`config.mk`:
```
export PLATFORM = sky130hd
export DESIGN_NAME = four_channel_volume_fade_ramp
export DESIGN_NICKNAME = d
export VERILOG_FILES = /design/src/sv/fvr_pkg.sv /design/src/sv/fvr_div.sv /design/src/sv/fvr_atten.sv /design/src/sv/four_channel_volume_fade_ramp.sv
export SDC_FILE = /design/constraint.sdc
export NUM_CORES = 2
export LEC_CHECK = 0
export BUFFER_PORTS_ARGS = -buffer_cell sky130_fd_sc_hd__buf_4
export CORE_MARGIN = 1.5
export CORE_UTILIZATION = 35
export CTS_BUF_LIST = sky130_fd_sc_hd__clkbuf_8 sky130_fd_sc_hd__clkbuf_16
export DETAILED_ROUTE_END_ITERATION = 10
export SLEW_MARGIN = 0
export SYNTH_ARGS = -nofsm -noshare
export SYNTH_HDL_FRONTEND = slang
export SYNTH_HIERARCHICAL = 1
export SYNTH_SLANG_ARGS = --single-unit
```
`constraint.sdc`:
```
create_clock -name clk_i -period 14.3 [get_ports clk_i]
set_input_delay 2.145 -clock clk_i [delete_from_list [all_inputs] [get_ports clk_i]]
set_output_delay 2.145 -clock clk_i [all_outputs]
set_load 0.02 [all_outputs]
```
`src/sv/fvr_pkg.sv`:
```
// Package for the four-channel volume fade ramp.
// Request codes, fade kinds, fixed constants, attenuation curve and the
// divider handshake types. No dependencies.
package fvr_pkg;

  localparam int unsigned CHANNELS_DEF  = 4;
  localparam int unsigned FRAC_BITS_DEF = 16;
  localparam int unsigned OUT_CH        = 4;
  localparam int unsigned VOL_W         = 8;
  localparam int unsigned ATTEN_W       = 11;
  localparam int unsigned TIME_W        = 16;
  localparam int unsigned FRAMES_W      = 16;
  localparam int unsigned DIV_W         = 16;
  localparam int unsigned LEFT_W        = 17;

  localparam logic [2:0] REQ_TICK     = 3'd0;
  localparam logic [2:0] REQ_PRESET   = 3'd1;
  localparam logic [2:0] REQ_EXPLICIT = 3'd2;
  localparam logic [2:0] REQ_SET      = 3'd3;
  localparam logic [2:0] REQ_SET_LIM  = 3'd4;

  localparam logic [1:0] KIND_LIMIT   = 2'd1;
  localparam logic [1:0] KIND_SILENCE = 2'd2;

  localparam logic signed [VOL_W-1:0] VOL_MIN          = -8'sd127;
  localparam logic signed [VOL_W-1:0] VOL_KEEP_PRESET  = 8'sd1;
  localparam logic signed [VOL_W-1:0] VOL_KEEP_EXPL    = -8'sd1;
  localparam logic signed [VOL_W-1:0] LIMIT_KNEE       = -8'sd20;
  localparam logic signed [VOL_W-1:0] LIMIT_OFFSET     = 8'sd20;

  localparam logic [DIV_W-1:0] CS_PER_SEC   = 16'd100;
  localparam logic [DIV_W-1:0] FRAME_RATE   = 16'd30;
  localparam logic [DIV_W-1:0] FRAC_MUL     = 16'd6;

  // reciprocals: 2^23/100 and 2^11/10 rounded up, exact over the input ranges
  localparam logic [16:0]      SEC_RECIP    = 17'd83887;
  localparam int unsigned      SEC_SHIFT    = 23;
  localparam logic [7:0]       TENTH_RECIP  = 8'd205;
  localparam int unsigned      TENTH_SHIFT  = 11;

  typedef struct packed {
    logic             start;
    logic [DIV_W-1:0] divisor;
  } div_req_t;

  typedef struct packed {
    logic             done;
  } div_rsp_t;

  function automatic logic signed [VOL_W-1:0] clamp_vol(input logic signed [VOL_W-1:0] v);
    logic signed [VOL_W-1:0] r;
    r = v;
    if (v < VOL_MIN) r = VOL_MIN;
    if (v > 8'sd0) r = 8'sd0;
    return r;
  endfunction

  function automatic logic signed [ATTEN_W-1:0] curve(input logic [6:0] idx);
    int i;
    int a;
    i = int'(idx);
    if (i <= 32) a = -2 * i;
    else if (i <= 64) a = -64 - 6 * (i - 32);
    else if (i <= 96) a = -256 - 8 * (i - 64);
    else if (i <= 126) a = -512 - 16 * (i - 96);
    else a = -999;
    return ATTEN_W'(a);
  endfunction

endpackage

```
`src/sv/fvr_div.sv`:
```
// Shared restoring divider, one quotient bit per cycle.
// Uses fvr_pkg for the request/response types.
module fvr_div #(
  parameter int unsigned DW = fvr_pkg::FRAC_BITS_DEF + 8
) (
  input  logic              clk_i,
  input  logic              rst_ni,
  input  fvr_pkg::div_req_t req_i,
  input  logic [DW-1:0]     dividend_i,
  output fvr_pkg::div_rsp_t rsp_o,
  output logic [DW-1:0]     quo_o
);

  localparam int unsigned CW = $clog2(DW + 1);

  logic                      run_q;
  logic                      done_q;
  logic [CW-1:0]             cnt_q;
  logic [DW-1:0]             quo_q;
  logic [fvr_pkg::DIV_W-1:0] rem_q;
  logic [fvr_pkg::DIV_W-1:0] dvs_q;
  logic [fvr_pkg::DIV_W:0]   shifted;
  logic [fvr_pkg::DIV_W:0]   trial;
  logic                      fits;

  assign shifted = {rem_q, quo_q[DW-1]};
  assign trial   = shifted - {1'b0, dvs_q};
  assign fits    = ~trial[fvr_pkg::DIV_W];

  always_ff @(posedge clk_i or negedge rst_ni) begin
    if (!rst_ni) begin
      run_q  <= 1'b0;
      done_q <= 1'b0;
      cnt_q  <= '0;
    end else begin
      done_q <= 1'b0;
      if (req_i.start) begin
        run_q <= 1'b1;
        cnt_q <= CW'(DW);
      end else if (run_q) begin
        cnt_q <= cnt_q - 1'b1;
        if (cnt_q == CW'(1)) begin
          run_q  <= 1'b0;
          done_q <= 1'b1;
        end
      end
    end
  end

  always_ff @(posedge clk_i) begin
    if (req_i.start) begin
      quo_q <= dividend_i;
      rem_q <= '0;
      dvs_q <= req_i.divisor;
    end else if (run_q) begin
      rem_q <= fits ? trial[fvr_pkg::DIV_W-1:0] : shifted[fvr_pkg::DIV_W-1:0];
      quo_q <= {quo_q[DW-2:0], fits};
    end
  end

  assign rsp_o.done = done_q;
  assign quo_o      = quo_q;

endmodule

```
`src/sv/fvr_atten.sv`:
```
// Level to attenuation mapping through the 128-entry curve.
// Uses fvr_pkg::curve.
module fvr_atten #(
  parameter int unsigned FRAC_BITS = fvr_pkg::FRAC_BITS_DEF
) (
  input  logic signed [FRAC_BITS+7:0]           level_i,
  output logic signed [fvr_pkg::ATTEN_W-1:0]    atten_o
);

  logic [FRAC_BITS+7:0] mag;

  // level is kept within -127..0, so the negation never overflows
  assign mag     = -level_i;
  assign atten_o = fvr_pkg::curve(mag[FRAC_BITS +: 7]);

endmodule

```
`src/sv/four_channel_volume_fade_ramp.sv`:
```
// Top level of the four-channel volume fade ramp: sequencer, channel state,
// output register. Uses fvr_pkg, fvr_div and fvr_atten.
//
// One request word is taken at a time; in_ready_o is high only while the
// sequencer is idle, and a result word may still sit in the output register
// while the next request is taken. A tick walks the channels one per cycle.
// The fade step comes from one restoring divider that yields one quotient
// bit per cycle. A preset fade first turns its time into frames by
// reciprocal multiplication in the states ST_PDIV, ST_PWQ and ST_PWR.
// Every request waits in ST_FIN for the output register to empty or be
// read. Levels are signed fixed point with FRAC_BITS fraction bits.
module four_channel_volume_fade_ramp #(
  parameter int unsigned CHANNELS  = fvr_pkg::CHANNELS_DEF,
  parameter int unsigned FRAC_BITS = fvr_pkg::FRAC_BITS_DEF
) (
  input  logic                                clk_i,
  input  logic                                rst_ni,
  input  logic                                in_valid_i,
  output logic                                in_ready_o,
  input  logic [2:0]                          req_type_i,
  input  logic [1:0]                          slot_i,
  input  logic [1:0]                          fade_kind_i,
  input  logic [fvr_pkg::TIME_W-1:0]          time_cs_i,
  input  logic signed [fvr_pkg::VOL_W-1:0]    first_volume_i,
  input  logic signed [fvr_pkg::VOL_W-1:0]    start_volume_i,
  input  logic signed [fvr_pkg::VOL_W-1:0]    end_volume_i,
  input  logic [fvr_pkg::FRAMES_W-1:0]        frame_count_i,
  input  logic signed [fvr_pkg::VOL_W-1:0]    new_volume_i,
  input  logic signed [fvr_pkg::VOL_W-1:0]    max_volume_i,
  output logic                                out_valid_o,
  input  logic                                out_ready_i,
  output logic                                busy_res_o,
  output logic signed [fvr_pkg::ATTEN_W-1:0]  atten_0_o,
  output logic signed [fvr_pkg::ATTEN_W-1:0]  atten_1_o,
  output logic signed [fvr_pkg::ATTEN_W-1:0]  atten_2_o,
  output logic signed [fvr_pkg::ATTEN_W-1:0]  atten_3_o,
  output logic [fvr_pkg::OUT_CH-1:0]          changed_mask_o,
  output logic [fvr_pkg::OUT_CH-1:0]          stop_mask_o
);

  localparam int unsigned LW = FRAC_BITS + 8;
  localparam int unsigned IW = (CHANNELS > 1) ? $clog2(CHANNELS) : 1;
  localparam int unsigned OC = fvr_pkg::OUT_CH;
  localparam int unsigned AW = fvr_pkg::ATTEN_W;
  localparam int unsigned DV = fvr_pkg::DIV_W;
  localparam int unsigned VW = fvr_pkg::VOL_W;
  localparam int unsigned FL = fvr_pkg::LEFT_W;
  localparam logic signed [LW-1:0] LEVEL_MIN = {8'h81, {FRAC_BITS{1'b0}}};

  typedef enum logic [3:0] {
    ST_IDLE, ST_TICK, ST_SET, ST_PDIV, ST_PWQ, ST_PWR, ST_EXPL, ST_STEP, ST_STEPW, ST_FIN
  } state_e;

  function automatic logic signed [LW-1:0] scale_f(input logic signed [VW-1:0] v);
    return {v, {FRAC_BITS{1'b0}}};
  endfunction

  state_e state_q, state_d;
  logic [IW-1:0] idx_q, idx_d;

  logic signed [LW-1:0] level_q  [CHANNELS];
  logic signed [LW-1:0] level_d  [CHANNELS];
  logic signed [LW-1:0] target_q [CHANNELS];
  logic signed [LW-1:0] target_d [CHANNELS];
  logic signed [LW-1:0] step_q   [CHANNELS];
  logic signed [LW-1:0] step_d   [CHANNELS];
  logic signed [FL-1:0] left_q   [CHANNELS];
  logic signed [FL-1:0] left_d   [CHANNELS];
  logic [1:0]           mode_q   [CHANNELS];
  logic [1:0]           mode_d   [CHANNELS];
  logic signed [VW-1:0] limit_q  [CHANNELS];
  logic signed [VW-1:0] limit_d  [CHANNELS];

  logic          busy_q, busy_d;
  logic [OC-1:0] changed_q, changed_d;
  logic [OC-1:0] stop_q, stop_d;

  // latched request word
  logic [2:0]                   req_q;
  logic [1:0]                   kind_q;
  logic [fvr_pkg::TIME_W-1:0]   time_q;
  logic signed [VW-1:0]         firstv_q;
  logic signed [VW-1:0]         startv_q;
  logic signed [VW-1:0]         endv_q;
  logic [fvr_pkg::FRAMES_W-1:0] frames_q;
  logic signed [VW-1:0]         newv_q;
  logic signed [VW-1:0]         maxv_q;
  logic                         latch;

  logic [9:0]    secs_q, secs_d;
  logic [9:0]    pfrac_q, pfrac_d;
  logic [DV-1:0] cnt_q, cnt_d;
  logic          neg_q, neg_d;

  logic [fvr_pkg::TIME_W+16:0] sec_prod;
  logic [6:0]                  sec_rem;
  logic [17:0]                 tenth_prod;

  fvr_pkg::div_req_t div_req;
  fvr_pkg::div_rsp_t div_rsp;
  logic [LW-1:0]     div_dividend;
  logic [LW-1:0]     div_quo;

  logic                 out_valid_q, out_valid_d;
  logic                 out_load;
  logic                 busy_res_q;
  logic [OC-1:0]        changed_res_q;
  logic [OC-1:0]        stop_res_q;
  logic signed [AW-1:0] atten_w [OC];
  logic signed [AW-1:0] atten_q [OC];

  logic signed [LW-1:0] cur_level;
  logic signed [LW-1:0] cur_target;
  logic signed [LW:0]   tick_sum;
  logic signed [FL-1:0] left_dec;
  logic signed [LW-1:0] diff;
  logic [DV-1:0]        cnt_sum;
  logic [DV-1:0]        cnt_new;

  assign cur_level  = level_q[idx_q];
  assign cur_target = target_q[idx_q];
  assign tick_sum   = (LW+1)'(cur_level) - (LW+1)'(step_q[idx_q]);
  assign left_dec   = left_q[idx_q] - FL'(1);
  assign diff       = cur_level - cur_target;
  assign sec_prod   = time_q * fvr_pkg::SEC_RECIP;
  assign sec_rem    = 7'(time_q - secs_q * fvr_pkg::CS_PER_SEC);
  assign tenth_prod = pfrac_q * fvr_pkg::TENTH_RECIP;
  assign cnt_sum    = DV'(secs_q * fvr_pkg::FRAME_RATE)
                    + DV'(tenth_prod >> fvr_pkg::TENTH_SHIFT);
  assign cnt_new    = ((cnt_sum >> 1) == '0) ? DV'(1) : (cnt_sum >> 1);

  assign in_ready_o = (state_q == ST_IDLE);

  fvr_div #(.DW(LW)) u_div (
    .clk_i      (clk_i),
    .rst_ni     (rst_ni),
    .req_i      (div_req),
    .dividend_i (div_dividend),
    .rsp_o      (div_rsp),
    .quo_o      (div_quo)
  );

  for (genvar k = 0; k < OC; k++) begin : g_atten
    if (k < CHANNELS) begin : g_on
      fvr_atten #(.FRAC_BITS(FRAC_BITS)) u_atten (
        .level_i (level_q[k]),
        .atten_o (atten_w[k])
      );
    end else begin : g_off
      assign atten_w[k] = '0;
    end
  end

  always_comb begin
    state_d      = state_q;
    idx_d        = idx_q;
    level_d      = level_q;
    target_d     = target_q;
    step_d       = step_q;
    left_d       = left_q;
    mode_d       = mode_q;
    limit_d      = limit_q;
    busy_d       = busy_q;
    changed_d    = changed_q;
    stop_d       = stop_q;
    secs_d       = secs_q;
    pfrac_d      = pfrac_q;
    cnt_d        = cnt_q;
    neg_d        = neg_q;
    latch        = 1'b0;
    out_load     = 1'b0;
    div_req      = '0;
    div_dividend = '0;

    case (state_q)
      ST_IDLE: begin
        if (in_valid_i) begin
          latch     = 1'b1;
          busy_d    = 1'b0;
          changed_d = '0;
          stop_d    = '0;
          idx_d     = IW'(slot_i);
          if (req_type_i == fvr_pkg::REQ_TICK) begin
            idx_d   = '0;
            state_d = ST_TICK;
          end else if (req_type_i <= fvr_pkg::REQ_SET_LIM && 32'(slot_i) < CHANNELS) begin
            case (req_type_i)
              fvr_pkg::REQ_PRESET:   state_d = ST_PDIV;
              fvr_pkg::REQ_EXPLICIT: state_d = ST_EXPL;
              default:               state_d = ST_SET;
            endcase
          end else begin
            state_d = ST_FIN;
          end
        end
      end

      ST_TICK: begin
        if (mode_q[idx_q] != 2'd0) begin
          left_d[idx_q] = left_dec;
          if (left_dec < 0) begin
            level_d[idx_q] = cur_target;
            mode_d[idx_q]  = 2'd0;
            if (cur_target == LEVEL_MIN) stop_d = stop_q | (OC'(1) << idx_q);
          end else begin
            if (tick_sum < (LW+1)'(LEVEL_MIN)) level_d[idx_q] = LEVEL_MIN;
            else if (tick_sum > 0) level_d[idx_q] = '0;
            else level_d[idx_q] = tick_sum[LW-1:0];
            busy_d = 1'b1;
          end
          changed_d = changed_d | (OC'(1) << idx_q);
        end
        if (idx_q == IW'(CHANNELS - 1)) state_d = ST_FIN;
        else idx_d = idx_q + 1'b1;
      end

      ST_SET: begin
        if (req_q == fvr_pkg::REQ_SET_LIM) begin
          limit_d[idx_q] = (maxv_q < fvr_pkg::LIMIT_KNEE) ? maxv_q + fvr_pkg::LIMIT_OFFSET
                                                          : '0;
        end
        level_d[idx_q] = scale_f(fvr_pkg::clamp_vol(newv_q));
        changed_d      = changed_q | (OC'(1) << idx_q);
        state_d        = ST_FIN;
      end

      // seconds, then six tenths of the leftover hundredths
      ST_PDIV: begin
        secs_d  = 10'(sec_prod >> fvr_pkg::SEC_SHIFT);
        state_d = ST_PWQ;
      end

      ST_PWQ: begin
        pfrac_d = 10'(sec_rem * fvr_pkg::FRAC_MUL);
        state_d = ST_PWR;
      end

      ST_PWR: begin
        left_d[idx_q] = FL'(cnt_new);
        cnt_d         = cnt_new;
        if (firstv_q != fvr_pkg::VOL_KEEP_PRESET) begin
          level_d[idx_q] = scale_f(fvr_pkg::clamp_vol(firstv_q));
          changed_d      = changed_q | (OC'(1) << idx_q);
        end
        if (kind_q == fvr_pkg::KIND_LIMIT) target_d[idx_q] = scale_f(limit_q[idx_q]);
        else if (kind_q == fvr_pkg::KIND_SILENCE) target_d[idx_q] = LEVEL_MIN;
        mode_d[idx_q] = kind_q;
        state_d       = ST_STEP;
      end

      ST_EXPL: begin
        if (startv_q != fvr_pkg::VOL_KEEP_EXPL) begin
          level_d[idx_q] = scale_f(fvr_pkg::clamp_vol(startv_q));
        end
        changed_d       = changed_q | (OC'(1) << idx_q);
        target_d[idx_q] = scale_f(fvr_pkg::clamp_vol(endv_q));
        left_d[idx_q]   = FL'(frames_q);
        mode_d[idx_q]   = 2'd1;
        cnt_d           = DV'(frames_q);
        state_d         = (frames_q != '0) ? ST_STEP : ST_FIN;
      end

      ST_STEP: begin
        neg_d           = diff[LW-1];
        div_req.start   = 1'b1;
        div_req.divisor = cnt_q;
        div_dividend    = diff[LW-1] ? -diff : diff;
        state_d         = ST_STEPW;
      end

      ST_STEPW: begin
        if (div_rsp.done) begin
          step_d[idx_q] = neg_q ? -div_quo : div_quo;
          state_d       = ST_FIN;
        end
      end

      ST_FIN: begin
        if (!out_valid_q || out_ready_i) begin
          out_load = 1'b1;
          state_d  = ST_IDLE;
        end
      end

      default: state_d = ST_IDLE;
    endcase

    out_valid_d = out_valid_q;
    if (out_valid_q && out_ready_i) out_valid_d = 1'b0;
    if (out_load) out_valid_d = 1'b1;
  end

  always_ff @(posedge clk_i or negedge rst_ni) begin
    if (!rst_ni) begin
      state_q     <= ST_IDLE;
      idx_q       <= '0;
      busy_q      <= 1'b0;
      changed_q   <= '0;
      stop_q      <= '0;
      out_valid_q <= 1'b0;
      for (int i = 0; i < CHANNELS; i++) begin
        level_q[i]  <= '0;
        target_q[i] <= '0;
        step_q[i]   <= '0;
        left_q[i]   <= '0;
        mode_q[i]   <= '0;
        limit_q[i]  <= '0;
      end
    end else begin
      state_q     <= state_d;
      idx_q       <= idx_d;
      busy_q      <= busy_d;
      changed_q   <= changed_d;
      stop_q      <= stop_d;
      out_valid_q <= out_valid_d;
      level_q     <= level_d;
      target_q    <= target_d;
      step_q      <= step_d;
      left_q      <= left_d;
      mode_q      <= mode_d;
      limit_q     <= limit_d;
    end
  end

  always_ff @(posedge clk_i) begin
    secs_q  <= secs_d;
    pfrac_q <= pfrac_d;
    cnt_q   <= cnt_d;
    neg_q   <= neg_d;
    if (latch) begin
      req_q    <= req_type_i;
      kind_q   <= fade_kind_i;
      time_q   <= time_cs_i;
      firstv_q <= first_volume_i;
      startv_q <= start_volume_i;
      endv_q   <= end_volume_i;
      frames_q <= frame_count_i;
      newv_q   <= new_volume_i;
      maxv_q   <= max_volume_i;
    end
    if (out_load) begin
      busy_res_q    <= busy_q;
      changed_res_q <= changed_q;
      stop_res_q    <= stop_q;
      atten_q       <= atten_w;
    end
  end

  assign out_valid_o    = out_valid_q;
  assign busy_res_o     = busy_res_q;
  assign changed_mask_o = changed_res_q;
  assign stop_mask_o    = stop_res_q;
  assign atten_0_o      = atten_q[0];
  assign atten_1_o      = atten_q[1];
  assign atten_2_o      = atten_q[2];
  assign atten_3_o      = atten_q[3];

endmodule
```
After elaboration in Yosys (flattened, before gate mapping)
Cells that the tools add are included.
{ "op_classes": {"addsub": 43, "n_mul": 9, "n_lt_le_gt_ge": 31, "eq_ne": 31, "shift": 1, "n_mux": 133, "bitwise": 16, "n_reduce_logical": 28} }
{ "ops": {"columns": ["cell", "count"], "rows": [
  ["bitwise mux 96 bit", 8],
  ["two-way mux 96 bit", 8],
  ["one-hot mux 96 bit (4 select lines)", 1],
  ["two-way mux 24 bit", 12],
  ["bitwise mux 68 bit", 3],
  ["one-hot mux 68 bit (3 select lines)", 1],
  ["one-hot mux 96 bit (2 select lines)", 1],
  ["AND 88 bit", 2],
  ["two-way mux 11 bit", 16],
  ["two-way mux 8 bit", 20],
  ["binary-select mux 24 bit (select 2 bit)", 3],
  ["multiplier 3 x 32 -> 10 bit, first input constant", 4],
  ["AND 96 bit", 1],
  ["NOT 96 bit", 1],
  ["negation 23 bit", 4],
  ["NOT 88 bit", 1],
  ["<= comparator 7 bit, second input constant", 12],
  ["two-way mux 17 bit", 4],
  ["two-way mux 68 bit", 1],
  ["two-way mux 4 bit", 13],
  ["demux 24 bit (select 2 bit)", 1],
  ["negation 24 bit", 2],
  ["subtractor 10 x 11 -> 11 bit, first input constant", 4],
  ["subtractor 7 x 11 -> 11 bit, first input constant", 4],
  ["other kinds (90)", 165]
]} }
{ "totals": {"reg_bits": 641, "in_bits": 83, "wordCells": 352} }

Longest topological paths before layout
{ "depth": {"depth_word": 12, "ltp_mapped": 29} }

Modules after synthesis
Netlist, hierarchy kept.
{ "modules_own_cells": {"columns": ["module", "n_inst", "cells_per_inst", "area_each_um2"], "rows": [
  ["four_channel_volume_fade_ramp", 1, 3451, 36704.0],
  ["fvr_atten", 4, 208, 1552.7],
  ["fvr_div", 1, 298, 3417.0]
]} }

Least setup slack after synthesis
OpenSTA, ideal clock, no wires.
{ "synth_timing": {"path_type": "reg2reg", "from": "reg idx_q[0]", "to": "reg u_div.quo_q[22], in the netlist u_div/quo_o[22] (data pin)", "arrival_ns": 6.145, "path_slack_ns": 7.895, "stages_incl_launch_ff": 21, "period_less_slack_ns": 6.405, "cell_sequence": "dfrtp_1 > buf_2 > buf_2 > buf_2 > buf_2 > buf_1 > buf_2 > mux4_2 > fa_1 > a21oi_1 > o31ai_1 > o22ai_1 > o211ai_1 > a21o_1 > a221oi_2 > xnor2_1 > or4_1 > o31ai_1 > xor2_1 > nor2_1 > mux2_2"} }
{ "synth_via": {"elab_chain_cells": 9, "word_cells_on_any_way": 12, "cone_classes": "add/sub: 2; mux: 9; bitwise: 1"} }
{ "synth_rtl": {"columns": ["element", "line", "rtl"], "rows": [
  ["start: declaration", "four_channel_volume_fade_ramp.sv:59", "logic [IW-1:0] idx_q, idx_d;"],
  ["start signal: assignment", "four_channel_volume_fade_ramp.sv:311", "idx_q <= idx_d;"],
  ["NOT 2 -> 3 bit (implied by the code) *", "four_channel_volume_fade_ramp.sv:120, four_channel_volume_fade_ramp.sv:121", null],
  ["binary-select mux 24 bit (select 2 bit), on equally long branches", "four_channel_volume_fade_ramp.sv:120, four_channel_volume_fade_ramp.sv:121", null],
  ["two-way mux 24 bit, on equally long branches (2 in a row)", "four_channel_volume_fade_ramp.sv:120, four_channel_volume_fade_ramp.sv:121", null],
  ["subtractor 24 bit *", "four_channel_volume_fade_ramp.sv:124", "assign diff = cur_level - cur_target;"],
  ["negation 24 bit", "four_channel_volume_fade_ramp.sv:267", "div_dividend = diff[LW-1] ? -diff : diff;"],
  ["two-way mux 24 bit *", "four_channel_volume_fade_ramp.sv:267", null],
  ["two-way mux 24 bit *", "four_channel_volume_fade_ramp.sv:175", "case (state_q)"],
  ["net div_dividend[22]", "four_channel_volume_fade_ramp.sv:101", "logic [LW-1:0] div_dividend;"],
  ["two-way mux 24 bit *", "fvr_div.sv:51", "if (req_i.start) begin"],
  ["end signal: assignment", "fvr_div.sv:52", "quo_q <= dividend_i;"],
  ["end signal: assignment", "fvr_div.sv:57", "quo_q <= {quo_q[DW-2:0], fits};"],
  ["end: declaration", "fvr_div.sv:19", "logic [DW-1:0] quo_q;"]
]} }
Mark *: on every way through the listed nets, which the timed path passes. The rest lies on a longest branch. The select of a mux whose other input is x is not followed.
A chain may end at the register's enable or synchronous reset.

Worst setup path in the final report
{ "layout_timing": {"from": "reg pfrac_q[2]", "to": "reg left_q[0] (netlist name)"} }
{ "layout_via": {"elab_chain_cells": 6} }
{ "layout_rtl": {"columns": ["element", "line", "rtl"], "rows": [
  ["start: declaration", "four_channel_volume_fade_ramp.sv:91", "logic [9:0] pfrac_q, pfrac_d;"],
  ["start signal: assignment", "four_channel_volume_fade_ramp.sv:327", "pfrac_q <= pfrac_d;"],
  ["multiplier 9 x 8 -> 17 bit *", "four_channel_volume_fade_ramp.sv:127", "assign tenth_prod = pfrac_q * fvr_pkg::TENTH_RECIP;"],
  ["adder 15 x 7 -> 16 bit *", "four_channel_volume_fade_ramp.sv:129", "+ DV'(tenth_prod >> fvr_pkg::TENTH_SHIFT);"],
  ["logical NOT 16 bit", "four_channel_volume_fade_ramp.sv:130", "assign cnt_new = ((cnt_sum >> 1) == '0) ? DV'(1) : (cnt_sum >> 1);"],
  ["two-way mux 15 bit *", "four_channel_volume_fade_ramp.sv:130", null],
  ["bitwise mux 68 bit *", "four_channel_volume_fade_ramp.sv:239", "left_d[idx_q] = FL'(cnt_new);"],
  ["one-hot mux 68 bit (3 select lines) *", "four_channel_volume_fade_ramp.sv:175", null],
  ["end signal: assignment", "four_channel_volume_fade_ramp.sv:319", "left_q <= left_d;"],
  ["end: declaration", "four_channel_volume_fade_ramp.sv:67", "logic signed [FL-1:0] left_q [CHANNELS];"]
]} }
Every way passes the cells marked *; elsewhere a longest branch is shown, timed or not.

==> results.cfg <==
[global_route]
grt.overflow.total = 0
antenna_found_initial = 3
grt.total_usage_pct = 19.5
grt_pass1_wl_um = 208000
grt_max_degree = 79
grt_pass1_vias = 35300

[place]
dpl.cell_count = 6317
port-buffer-count = 137
dp_hpwl_um = 97900
place_congestion = 0.964

[run]
cap_violations = 0

[setup_path]
arrival_ns = 7.50
crit_path_end_kind = flip-flop
crit_required_ns = 14.87
setup.worst_path.start_class = flip-flop
critical_path_class = reg2reg
max_stage_delay_ns = 0.56
slowest_stage = xnor2_1
cpMostUsedCell = ha_1
worstPathMaxFanout = 6

[layout]
nNetsFinal = 5230
final_common_cell = nand2_1
final_util_pct = 39.2
drive_above_1_share_pct = 12.5
antenna_cells = 0
layout_common_cells = 428 x nand2_1, 417 x dfrtp_1, 372 x inv_1, 369 x ha_1, 322 x o21ai_0
final_cells = 6453
syn2layout_area_growth_pct = 11.3

[floorplan]
io_pins = 138
core_um2 = 131000
row_count = 133
dieHeight_um = 367
die_w_um = 367
die-area_um2 = 135000
initial_core_util_pct = 35.2

[synth]
synth_area_per_cell_um2 = 10.1
synth_largest_area_cell = dfrtp_1
synth_top_flop_cell = dfrtp_1
ys_warn_count = 6
async_flop_share_pct = 65.4
syn_area_um2 = 46300
ys_seq_elements = 641
synth_top_area_share_pct = 22.6
synthTopCellsByArea = dfrtp_1 23%, edfxtp_1 13%, ha_1 10%, fa_1 5.9%, mux4_2 4.8%
synthCells = 4581
synth_cell_types = 106
ys_seq_area_share_pct = 36.7
synth-edff-count = 206
synth_nets = 5174

[clocking]
htreeDepth = 3
cts_buffer_depth = 3
cts_sinks = 641
ctsResizeCount = 0
cts_setup_buffers = 0
ctsRootBufferMaster = clkbuf_16
path_clk_slew_ns = 0.06
clk_latency_ns = 0.67
holdBufCountCts = 0
cts_inserted_buffers = 73
cts_tree = built

[sta]
tightest_slew_ns = 1.25
fin_worst_skew_ns = 0.0237
hold_viol = 0
slew_headroom_pct = 16.7
setup-violations-final = 0
fmax_mhz = 144
min_period_ns = 6.93
fin_tns_setup_ns = 0
slew_violations = 0
rsz0062_at_grt = no
period_share_pct = 48.4

[worst_hold_path]
hp-class = reg2reg

[detailed_routing]
drc = 0
route.met2.wl_um = 59100
ant_nets = 0
drt_pre_antenna_iters = 5
wl_met3_um = 8510
top_layer = met4
avgRoutedWirePerCell_um = 20.5
via_count = 35600
wirelength_um = 132000
viasPerCell = 5.52
wl_met1_um = 59900
drtIter0Drc = 3327

[run_status]
status = finished, final reports clean
==> metrics by stage <==
| step | hold WS, ns | instance area (µm²) | setup slack, ns |
|---|---|---|---|
| 2_1_floorplan | 0.425 | 46300 | 7.89 |
| 3_3_place_gp | 0.436 | 49100 | 7.45 |
| 3_5_place_dp | 0.447 | 49100 | 7.43 |
| 4_1_cts | 0.458 | 51600 | 7.38 |
| 5_1_grt | 0.471 | 51600 | 6.84 |
| 6_report | 0.459 | 51600 | 7.37 |
==> cell families after synthesis <==
family / Yosys count / synth area share [%]
xor gates and xnor gates: 248 / 4.88
and+or+nand+nor: 1301 / 14.5
DFF: 641 / 36.7
muxes: 177 / 6.62
buffers and inverters: 566 / 4.79
adders and majority gates: 510 / 16.0
AOI/OAI and AO/OA: 1138 / 16.5
==> area by class of cell <==
type,instances,area (µm²)
clock inverter,57,467
inverter,361,1360
fill,12900,79900
sequential,641,17000
timing repair buffer,186,1420
clock buffer,79,1940
tap,1755,2200
multi-input combinational,3374,27200
==> cell usage after synthesis, types with 38 or more instances <==
cell type and n:
nand3_1 58, xnor2_1 132, ha_1 373, mux2_2 51
xor2_1 104, inv_1 356, o21a_1 39, clkbuf_1 146
nand2b_1 39, and2_1 124, nor2_1 288, mux4_2 98
nor4_1 38, edfxtp_1 206, fa_1 137, a21oi_1 254
buf_2 38, o21ai_0 322, a22o_1 66, dfrtp_1 419
nand2_1 428, a211oi_1 63, nor3_1 82
==> sequential cells by signal (all words and copies together), names as in the netlist, 16 cells and up <==
register,count
time_q,16
target_q,96
limit_q,32
u_div/quo_o,24
u_div/rem_q,16
level_q,96
frames_q,16
u_div/dvs_q,16
cnt_q,16
left_q,68
step_q,96
==> per-layer routing <==
layer / global-route usage [%] / vias to the layer above
met5: 0 / -
li1: - / 16600
met2: 30.6 / 1216
met4: 6.91 / 0
met3: 3.20 / 236
met1: 27.2 / 17600
==> critical path: cells and delay by family, from the launching register on <==
kind | cells | cell delay [ns]
buffers and inverters | 2 | 0.10
AOI/OAI and AO/OA | 11 | 2.59
DFF | 1 | 0.42
xor gates and xnor gates | 2 | 0.62
and+or+nand+nor | 7 | 1.11
adders and majority gates | 6 | 1.99
==> worst paths after layout <==
| path | start | endpoint | slack, ns | cells after the start |
|---|---|---|---|---|
| max reg2reg | pfrac_q[2] | left_q[0] | 7.37 | 28 |
| max | pfrac_q[2] | left_q[0] | 7.37 | 28 |
| min reg2reg | stop_q[3] | stop_mask_o[3] | 0.46 | 0 |
| min in group asynchronous | rst_ni | level_q[69] | 1.45 | 1 |
| min | stop_q[3] | stop_mask_o[3] | 0.46 | 0 |
| max in group asynchronous | rst_ni | idx_q[1] | 10.40 | 3 |
Power is not shown: default switching activity piles up to over one toggle a cycle in this logic, so the estimate is an artifact.
